File: config.mk
export PLATFORM = sky130hd
export DESIGN_NAME = timestamp_to_calendar_date_flat
export DESIGN_NICKNAME = d
export VERILOG_FILES = /design/src/rtl/ttc_pkg.sv /design/src/rtl/ttc_ifs.sv /design/src/rtl/ttc_csub.sv /design/src/rtl/timestamp_to_calendar_date.sv /design/src/flat_wrapper.sv
export SDC_FILE = /design/constraint.sdc
export NUM_CORES = 1
export LEC_CHECK = 0
export CORE_ASPECT_RATIO = 0.9
export CORE_MARGIN = 5
export CORE_UTILIZATION = 60
export DETAILED_ROUTE_END_ITERATION = 12
export DONT_BUFFER_PORTS = 1
export PLACE_DENSITY = 0.76
export RECOVER_POWER = 100
export SYNTH_ARGS = -nofsm -noshare
export SYNTH_HDL_FRONTEND = slang
export SYNTH_SLANG_ARGS = --single-unit
File: constraint.sdc
create_clock -name clk -period 7.8 [get_ports clk]
set_clock_uncertainty 0.1 [all_clocks]
set_input_delay 0 -clock clk [delete_from_list [all_inputs] [get_ports clk]]
set_output_delay 0 -clock clk [all_outputs]
set_load 0.05 [all_outputs]
File: src/rtl/ttc_pkg.sv
// Package: shared types, constants and calendar helpers for the timestamp converter.
`timescale 1ns / 1ps
`default_nettype none

package ttc_pkg;

	// Sequencer phases of the converter
	typedef enum logic [2:0] {
		ST_IDLE,
		ST_DAYS,
		ST_HOURS,
		ST_MINS,
		ST_YEARS,
		ST_MONTHS,
		ST_DONE
	} state_t;

	// Result of the shared compare-subtract unit
	typedef struct packed {
		logic        ge;
		logic [31:0] diff;
	} csub_t;

	localparam int unsigned DataW = 32;
	localparam int unsigned CntW  = 4;

	localparam logic [DataW-1:0] SecsPerDay  = 32'd86400;
	localparam logic [DataW-1:0] SecsPerHour = 32'd3600;
	localparam logic [DataW-1:0] SecsPerMin  = 32'd60;
	localparam logic [DataW-1:0] DaysPerYear = 32'd365;
	localparam logic [DataW-1:0] DaysPerLeap = 32'd366;

	// Top quotient bit index for each long-division phase (bit count minus one)
	localparam logic [CntW-1:0] DayTopBit  = 4'd15;
	localparam logic [CntW-1:0] HourTopBit = 4'd4;
	localparam logic [CntW-1:0] MinTopBit  = 4'd5;

	localparam logic [11:0] BaseYear     = 12'd1970;
	localparam logic [11:0] NonLeapCent  = 12'd2100;
	localparam logic [3:0]  LastMonth    = 4'd11;
	localparam logic [3:0]  FebIdx       = 4'd1;

	// Leap rule over the reachable years 1970..2106: the only century
	// years met are 2000 (leap, divisible by 400) and 2100 (not leap).
	function automatic logic is_leap(input logic [11:0] y);
		logic leap;
		leap = (y[1:0] == 2'b00) && (y != NonLeapCent);
		return leap;
	endfunction

	// Length of a month, index 0 is January
	function automatic logic [DataW-1:0] month_days(input logic [3:0] mon, input logic leap);
		logic [DataW-1:0] len;
		unique case (mon)
			4'd0, 4'd2, 4'd4, 4'd6, 4'd7, 4'd9, 4'd11: len = 32'd31;
			4'd3, 4'd5, 4'd8, 4'd10:                   len = 32'd30;
			FebIdx:                                    len = leap ? 32'd29 : 32'd28;
			default:                                   len = 32'd31;
		endcase
		return len;
	endfunction

endpackage

`default_nettype wire

File: src/rtl/ttc_ifs.sv
// Interfaces: valid/ready channels for the timestamp input and the date output.
`timescale 1ns / 1ps
`default_nettype none

interface ttc_stamp_if;
	logic        valid;
	logic        ready;
	logic [31:0] epoch_seconds;

	modport source (output valid, output epoch_seconds, input ready);
	modport sink   (input valid, input epoch_seconds, output ready);
endinterface

interface ttc_date_if;
	logic        valid;
	logic        ready;
	logic [11:0] year;
	logic [3:0]  month;
	logic [4:0]  day;
	logic [4:0]  hours;
	logic [5:0]  minutes;
	logic [5:0]  secs;

	modport source (output valid, output year, output month, output day,
		output hours, output minutes, output secs, input ready);
	modport sink   (input valid, input year, input month, input day,
		input hours, input minutes, input secs, output ready);
endinterface

`default_nettype wire

File: src/rtl/ttc_csub.sv
// Shared compare-subtract unit: difference of two words and a no-borrow flag.
`timescale 1ns / 1ps
`default_nettype none

module ttc_csub (
	input  wire logic [ttc_pkg::DataW-1:0] a,
	input  wire logic [ttc_pkg::DataW-1:0] b,
	output ttc_pkg::csub_t                 res
);

	logic [ttc_pkg::DataW:0] wide;

	// Subtract with one extra bit; the top bit is the borrow
	assign wide     = {1'b0, a} - {1'b0, b};
	assign res.ge   = ~wide[ttc_pkg::DataW];
	assign res.diff = wide[ttc_pkg::DataW-1:0];

endmodule

`default_nettype wire

File: src/rtl/timestamp_to_calendar_date.sv
// Steps: restoring long division for days, hours and minutes, a year walk from 1970,
// a month walk, and a load of the output register.
// One item at a time: a new timestamp is accepted only once the last result has been
// loaded into the output register, which waits for it to drain; all steps share one
// 32-bit compare-subtract unit.
// Reset clears the sequencer and the output valid; no other state needs clearing.
`timescale 1ns / 1ps
`default_nettype none

module timestamp_to_calendar_date (
	input  wire logic  clk,
	input  wire logic  arst_n,
	ttc_stamp_if.sink  stamp,
	ttc_date_if.source date
);

	ttc_pkg::state_t state_q, state_d;

	logic [ttc_pkg::DataW-1:0] acc_q;
	logic [15:0]               quot_q;
	logic [ttc_pkg::CntW-1:0]  cnt_q;
	logic [15:0]               days_q;
	logic [4:0]                hours_q;
	logic [5:0]                minutes_q;
	logic [5:0]                secs_q;
	logic [11:0]               year_q;
	logic [3:0]                mon_q;

	logic                      out_valid_q;
	logic [11:0]               out_year_q;
	logic [3:0]                out_month_q;
	logic [4:0]                out_day_q;
	logic [4:0]                out_hours_q;
	logic [5:0]                out_minutes_q;
	logic [5:0]                out_secs_q;

	logic [ttc_pkg::DataW-1:0] operand;
	ttc_pkg::csub_t            sub;
	logic                      leap;
	logic                      accept;
	logic                      load_out;
	logic                      out_free;
	logic [15:0]               quot_next;
	logic                      cnt_last;
	logic                      month_stop;

	ttc_csub u_csub (
		.a   (acc_q),
		.b   (operand),
		.res (sub)
	);

	assign leap       = ttc_pkg::is_leap(year_q);
	assign accept     = stamp.valid && stamp.ready;
	assign out_free   = !out_valid_q || date.ready;
	assign quot_next  = {quot_q[14:0], sub.ge};
	assign cnt_last   = (cnt_q == '0);
	assign month_stop = (mon_q == ttc_pkg::LastMonth) || !sub.ge;

	// Select the subtrahend for the shared unit and drive the handshakes
	always_comb begin
		operand     = '0;
		stamp.ready = 1'b0;
		load_out    = 1'b0;
		unique case (state_q)
			ttc_pkg::ST_IDLE:   stamp.ready = 1'b1;
			ttc_pkg::ST_DAYS:   operand = ttc_pkg::SecsPerDay << cnt_q;
			ttc_pkg::ST_HOURS:  operand = ttc_pkg::SecsPerHour << cnt_q;
			ttc_pkg::ST_MINS:   operand = ttc_pkg::SecsPerMin << cnt_q;
			ttc_pkg::ST_YEARS:  operand = leap ? ttc_pkg::DaysPerLeap : ttc_pkg::DaysPerYear;
			ttc_pkg::ST_MONTHS: operand = ttc_pkg::month_days(mon_q, leap);
			ttc_pkg::ST_DONE:   load_out = out_free;
			default:            operand = '0;
		endcase
	end

	// Advance the sequencer
	always_comb begin
		state_d = state_q;
		unique case (state_q)
			ttc_pkg::ST_IDLE:   if (accept) state_d = ttc_pkg::ST_DAYS;
			ttc_pkg::ST_DAYS:   if (cnt_last) state_d = ttc_pkg::ST_HOURS;
			ttc_pkg::ST_HOURS:  if (cnt_last) state_d = ttc_pkg::ST_MINS;
			ttc_pkg::ST_MINS:   if (cnt_last) state_d = ttc_pkg::ST_YEARS;
			ttc_pkg::ST_YEARS:  if (!sub.ge) state_d = ttc_pkg::ST_MONTHS;
			ttc_pkg::ST_MONTHS: if (month_stop) state_d = ttc_pkg::ST_DONE;
			ttc_pkg::ST_DONE:   if (out_free) state_d = ttc_pkg::ST_IDLE;
			default:            state_d = ttc_pkg::ST_IDLE;
		endcase
	end

	// Hold control state: phase, bit counter and output valid
	always_ff @(posedge clk or negedge arst_n) begin
		if (!arst_n) begin
			state_q     <= ttc_pkg::ST_IDLE;
			cnt_q       <= '0;
			out_valid_q <= 1'b0;
		end else begin
			state_q <= state_d;
			unique case (state_q)
				ttc_pkg::ST_IDLE:  if (accept) cnt_q <= ttc_pkg::DayTopBit;
				ttc_pkg::ST_DAYS:  cnt_q <= cnt_last ? ttc_pkg::HourTopBit : cnt_q - 1'b1;
				ttc_pkg::ST_HOURS: cnt_q <= cnt_last ? ttc_pkg::MinTopBit : cnt_q - 1'b1;
				ttc_pkg::ST_MINS:  if (!cnt_last) cnt_q <= cnt_q - 1'b1;
				default:           cnt_q <= cnt_q;
			endcase
			if (load_out) begin
				out_valid_q <= 1'b1;
			end else if (date.ready) begin
				out_valid_q <= 1'b0;
			end
		end
	end

	// Work registers: restoring division, then year and month walk
	always_ff @(posedge clk) begin
		unique case (state_q)
			ttc_pkg::ST_IDLE: begin
				if (accept) begin
					acc_q  <= stamp.epoch_seconds;
					quot_q <= '0;
				end
			end
			ttc_pkg::ST_DAYS: begin
				if (sub.ge) acc_q <= sub.diff;
				quot_q <= cnt_last ? '0 : quot_next;
				if (cnt_last) days_q <= quot_next;
			end
			ttc_pkg::ST_HOURS: begin
				if (sub.ge) acc_q <= sub.diff;
				quot_q <= cnt_last ? '0 : quot_next;
				if (cnt_last) hours_q <= quot_next[4:0];
			end
			ttc_pkg::ST_MINS: begin
				quot_q <= quot_next;
				if (cnt_last) begin
					minutes_q <= quot_next[5:0];
					secs_q    <= sub.ge ? sub.diff[5:0] : acc_q[5:0];
					acc_q     <= {16'b0, days_q};
					year_q    <= ttc_pkg::BaseYear;
				end else if (sub.ge) begin
					acc_q <= sub.diff;
				end
			end
			ttc_pkg::ST_YEARS: begin
				if (sub.ge) begin
					acc_q  <= sub.diff;
					year_q <= year_q + 12'd1;
				end else begin
					mon_q <= '0;
				end
			end
			ttc_pkg::ST_MONTHS: begin
				if (!month_stop) begin
					acc_q <= sub.diff;
					mon_q <= mon_q + 4'd1;
				end
			end
			ttc_pkg::ST_DONE: begin
				if (load_out) begin
					out_year_q    <= year_q;
					out_month_q   <= mon_q + 4'd1;
					out_day_q     <= acc_q[4:0] + 5'd1;
					out_hours_q   <= hours_q;
					out_minutes_q <= minutes_q;
					out_secs_q    <= secs_q;
				end
			end
			default: begin
				acc_q <= acc_q;
			end
		endcase
	end

	assign date.valid   = out_valid_q;
	assign date.year    = out_year_q;
	assign date.month   = out_month_q;
	assign date.day     = out_day_q;
	assign date.hours   = out_hours_q;
	assign date.minutes = out_minutes_q;
	assign date.secs    = out_secs_q;

`ifndef SYNTHESIS
	a_accept_starts: assert property (@(posedge clk) disable iff (!arst_n)
		accept |=> state_q == ttc_pkg::ST_DAYS)
		else $error("accepted item did not start the day division");

	a_year_range: assert property (@(posedge clk) disable iff (!arst_n)
		state_q == ttc_pkg::ST_MONTHS |-> year_q >= 12'd1970 && year_q <= 12'd2106)
		else $error("year walk left the reachable range");

	a_month_range: assert property (@(posedge clk) disable iff (!arst_n)
		state_q == ttc_pkg::ST_MONTHS |-> mon_q <= ttc_pkg::LastMonth)
		else $error("month walk ran past December");

	a_date_range: assert property (@(posedge clk) disable iff (!arst_n)
		date.valid |-> date.month >= 4'd1 && date.month <= 4'd12 && date.day >= 5'd1)
		else $error("date result out of range");

	a_time_range: assert property (@(posedge clk) disable iff (!arst_n)
		date.valid |-> date.hours < 5'd24 && date.minutes < 6'd60 && date.secs < 6'd60)
		else $error("time of day result out of range");
`endif

endmodule

`default_nettype wire

File: src/flat_wrapper.sv
// flat-port wrapper written by rule: the top's interface ports become plain ports
module timestamp_to_calendar_date_flat 
  (clk, arst_n, stamp_valid, stamp_epoch_seconds, stamp_ready, date_valid, date_year, date_month, date_day, date_hours, date_minutes, date_secs, date_ready);
  ttc_stamp_if stamp_i ();
  ttc_date_if date_i ();
  input  wire logic clk;
  input  wire logic arst_n;
  input wire logic [$bits(stamp_i.valid)-1:0] stamp_valid;
  input wire logic [$bits(stamp_i.epoch_seconds)-1:0] stamp_epoch_seconds;
  output wire logic [$bits(stamp_i.ready)-1:0] stamp_ready;
  output wire logic [$bits(date_i.valid)-1:0] date_valid;
  output wire logic [$bits(date_i.year)-1:0] date_year;
  output wire logic [$bits(date_i.month)-1:0] date_month;
  output wire logic [$bits(date_i.day)-1:0] date_day;
  output wire logic [$bits(date_i.hours)-1:0] date_hours;
  output wire logic [$bits(date_i.minutes)-1:0] date_minutes;
  output wire logic [$bits(date_i.secs)-1:0] date_secs;
  input wire logic [$bits(date_i.ready)-1:0] date_ready;
  assign stamp_i.valid = stamp_valid;
  assign stamp_i.epoch_seconds = stamp_epoch_seconds;
  assign stamp_ready = stamp_i.ready;
  assign date_valid = date_i.valid;
  assign date_year = date_i.year;
  assign date_month = date_i.month;
  assign date_day = date_i.day;
  assign date_hours = date_i.hours;
  assign date_minutes = date_i.minutes;
  assign date_secs = date_i.secs;
  assign date_i.ready = date_ready;
  timestamp_to_calendar_date u_core (.clk(clk), .arst_n(arst_n), .stamp(stamp_i), .date(date_i));
endmodule
==> run metrics <==
status complete, but fails checks; failing checks capacitance limit, slew limit; Design Area, Final 0.00963 mm²; Clk Latency, worst-skew pair 0.43 ns; Multi-input gate area 0.00402 mm²; synth unique cells 73; DRC violations left 0; Period minus WS final 6.80 ns; layout cell share with drive strength beyond 1 0.0664; largest net degree at the start of global routing 39; Routability Congestion 0.902; Net Count, Synth 916; area delta synth->final 12.1%; post-synthesis async set-or-reset flop share 0.0563; Die Ht 124 µm; die area 0.0168 mm²; nets 941; Initial Util 0.611; crit path launch type register; dpl hpwl 15,500 µm; Synth top area share 0.468; FF-to-FF setup slack 1.00 ns; #FFs+latches synth 142; worst r2r src u_core.cnt_q[2]; Hold Fails Final Rpt 0; CTS Root Cell clkbuf_16; setup TNS 0 ns; routed len/inst 20.7 µm; top-count cell post-synth edfxtp_1; Period Utilization, post-route 0.872; final setup vio count 0; first-pass GRT wire length 35,500 µm; Routed Antenna Nets 0; drt total wl 22,100 µm; synth top area cells edfxtp_1, ha_1, nand2_1; worst r2r dst u_core.acc_q[31]; Syn Std Cell Area 0.00859 mm²; Worst Setup Slack, final 1.00 ns; core area 0.0141 mm²; Syn Inst Count 835; initial DRC count 789; Crit Path Class register to register; worst endpoint required time 7.88 ns; IO Count 76; Max Clk Rate 0.147 GHz; Max Buffers Root-to-Sink 2; Reg clk slew, reported paths 0.07 ns; arrival time at the worst endpoint 6.88 ns; Seq/Total Area, Yosys 0.492; EDFF count, synth 134; crit path launch u_core.cnt_q[2]; CTS tree built; num rows 41; total number of vias 6,937; post-synth top area cell edfxtp_1; Synth Flop Type edfxtp_1; Mapped Avg Cell Area 10.3 µm²; critical path endpoint category register; Die W 136 µm; R2R depth 17; H-tree levels 4; RSZ-0062 raised after global routing false; max-slew violations 71; IO Port Bufs 0; filler instances 1,051; antenna violations before repair 0; Max FO, Critical Path 30; Vias/cell 6.51; max_cap viols 2; Rel. slew slack -0.336; DP Worst Slack 1.70 ns; Antenna diodes 0; Post-DP Area 0.00874 mm²; vias in the first global route 6,711; worst hold path class primary input to register; Least-Margin Pin Slew 2.00 ns; Remaining Overflow, GRT 0; Yosys Warn Count 0; Post-synth top cells edfxtp_1, nand2_1, nor2_1; TritonCTS Buffers 17; CP endpoint u_core.acc_q[31]; Pre-antenna DRT Iters 6; Overall Global Routing Usage 0.273; sequential cell area 0.00422 mm²; Clock Sinks 142
registers in the layout, indices dropped and copies added, names as in the netlist:
name and count:
u_core.acc_q 32, u_core.days_q 16, u_core.quot_q 15, u_core.date.year 12
u_core.year_q 12, u_core.date.minutes 6, u_core.date.secs 6, u_core.minutes_q 6
u_core.secs_q 6, u_core.date.day 5, u_core.date.hours 5, u_core.hours_q 5
u_core.cnt_q 4, u_core.date.month 4, u_core.mon_q 4, u_core.state_q 3
u_core.date.valid 1
critical path, stage by stage, from the launching register on:
cell      delay (ns)
dfrtp_1         0.97
inv_1           0.51
nor2_1          0.57
a22oi_1         0.18
nor2_1          0.12
a31oi_1         0.07
a21oi_1         0.19
nand2_1         0.10
ha_1            0.35
a21oi_1         0.24
o211ai_1        0.18
a41oi_1         0.37
o221ai_1        0.31
o41ai_4         0.38
clkbuf_1        0.73
o21a_1          0.71
nor4_1          0.16
a221o_1         0.29
what timing repair did:
item | in CTS | in global routing
hold buffers | 36 | 0
setup endpoints to repair | 0 | 0
gates resized for setup | 0 | 0
buffers inserted | 0 | 0
endpoints found under the hold margin | 45 | 0
worst min-delay path by stage:
stage                                  to  slack [ns]  depth (start not counted)   startpoint
final                     u_core.acc_q[2]        0.05                          2  stamp_valid
after global routing      u_core.acc_q[2]         0.1                          2  stamp_valid
after CTS                 u_core.acc_q[2]        0.04                          2  stamp_valid
after detailed placement  u_core.cnt_q[3]       -0.39                          0       arst_n
after global placement    u_core.cnt_q[3]       -0.39                          0       arst_n
after floorplan           u_core.cnt_q[0]       -0.40                          0       arst_n
kinds of logic after synthesis:
kind of cell | count (synthesis) | synth area share
adder cells (fa/ha/maj) | 45 | 0.0664
XOR/XNOR | 39 | 0.0398
AO/OA/AOI/OAI | 261 | 0.210
AND/OR/NAND/NOR | 267 | 0.146
multiplexers | 8 | 0.00947
flip-flops | 142 | 0.492
buffers and inverters | 73 | 0.0364
routing by layer:
layer	track usage	wire length, µm	vias to the layer above
met3	0.0533	1400	52
met5	0	0	-
met2	0.446	10500	306
met1	0.368	9670	3381
li1	-	-	3198
met4	0.0901	486	0
through the flow:
step	instances	hold slack, ns	utilization
floorplan	835	-0.396	-
global placement	998	-0.395	0.622
detailed placement	998	-0.395	0.622
CTS	1066	0.0385	0.690
global route	1066	0.0960	0.685
finish	1066	0.0523	0.685
final cells by class:
cell class,count,area share
clock inverters,15,0.0184
clock buffers,17,0.0442
flip-flops and latches,142,0.439
inverters,31,0.0121
well taps,193,0.0251
repair buffers,48,0.0444
multi-input cells,620,0.417
cells in the final DEF (no fill, tap or decap), types with 4 or more instances in the layout:
cell type	instances
a221oi_1	13
nand2b_1	10
clkbuf_16	17
a211oi_1	6
edfxtp_1	134
dlygate4sd3_1	36
dfrtp_1	8
and3_1	10
or3_1	6
nor3_1	14
a222oi_1	4
mux2i_1	7
inv_1	30
a21oi_2	4
a22oi_1	18
buf_4	6
o22ai_1	11
ha_1	44
nand2_1	90
a31oi_1	13
o21a_1	14
a21o_1	12
a21oi_1	53
nand4_1	6
o32ai_1	5
nand3_1	18
nor2_1	71
and2_0	14
clkbuf_1	6
o21ai_0	60
o211ai_1	4
o31ai_1	9
xor2_1	17
xnor2_1	22
nor2b_1	5
and2_1	4
o221ai_1	4
Power is not shown: default switching activity piles up to over one toggle a cycle in this logic, so the estimate is an artifact.
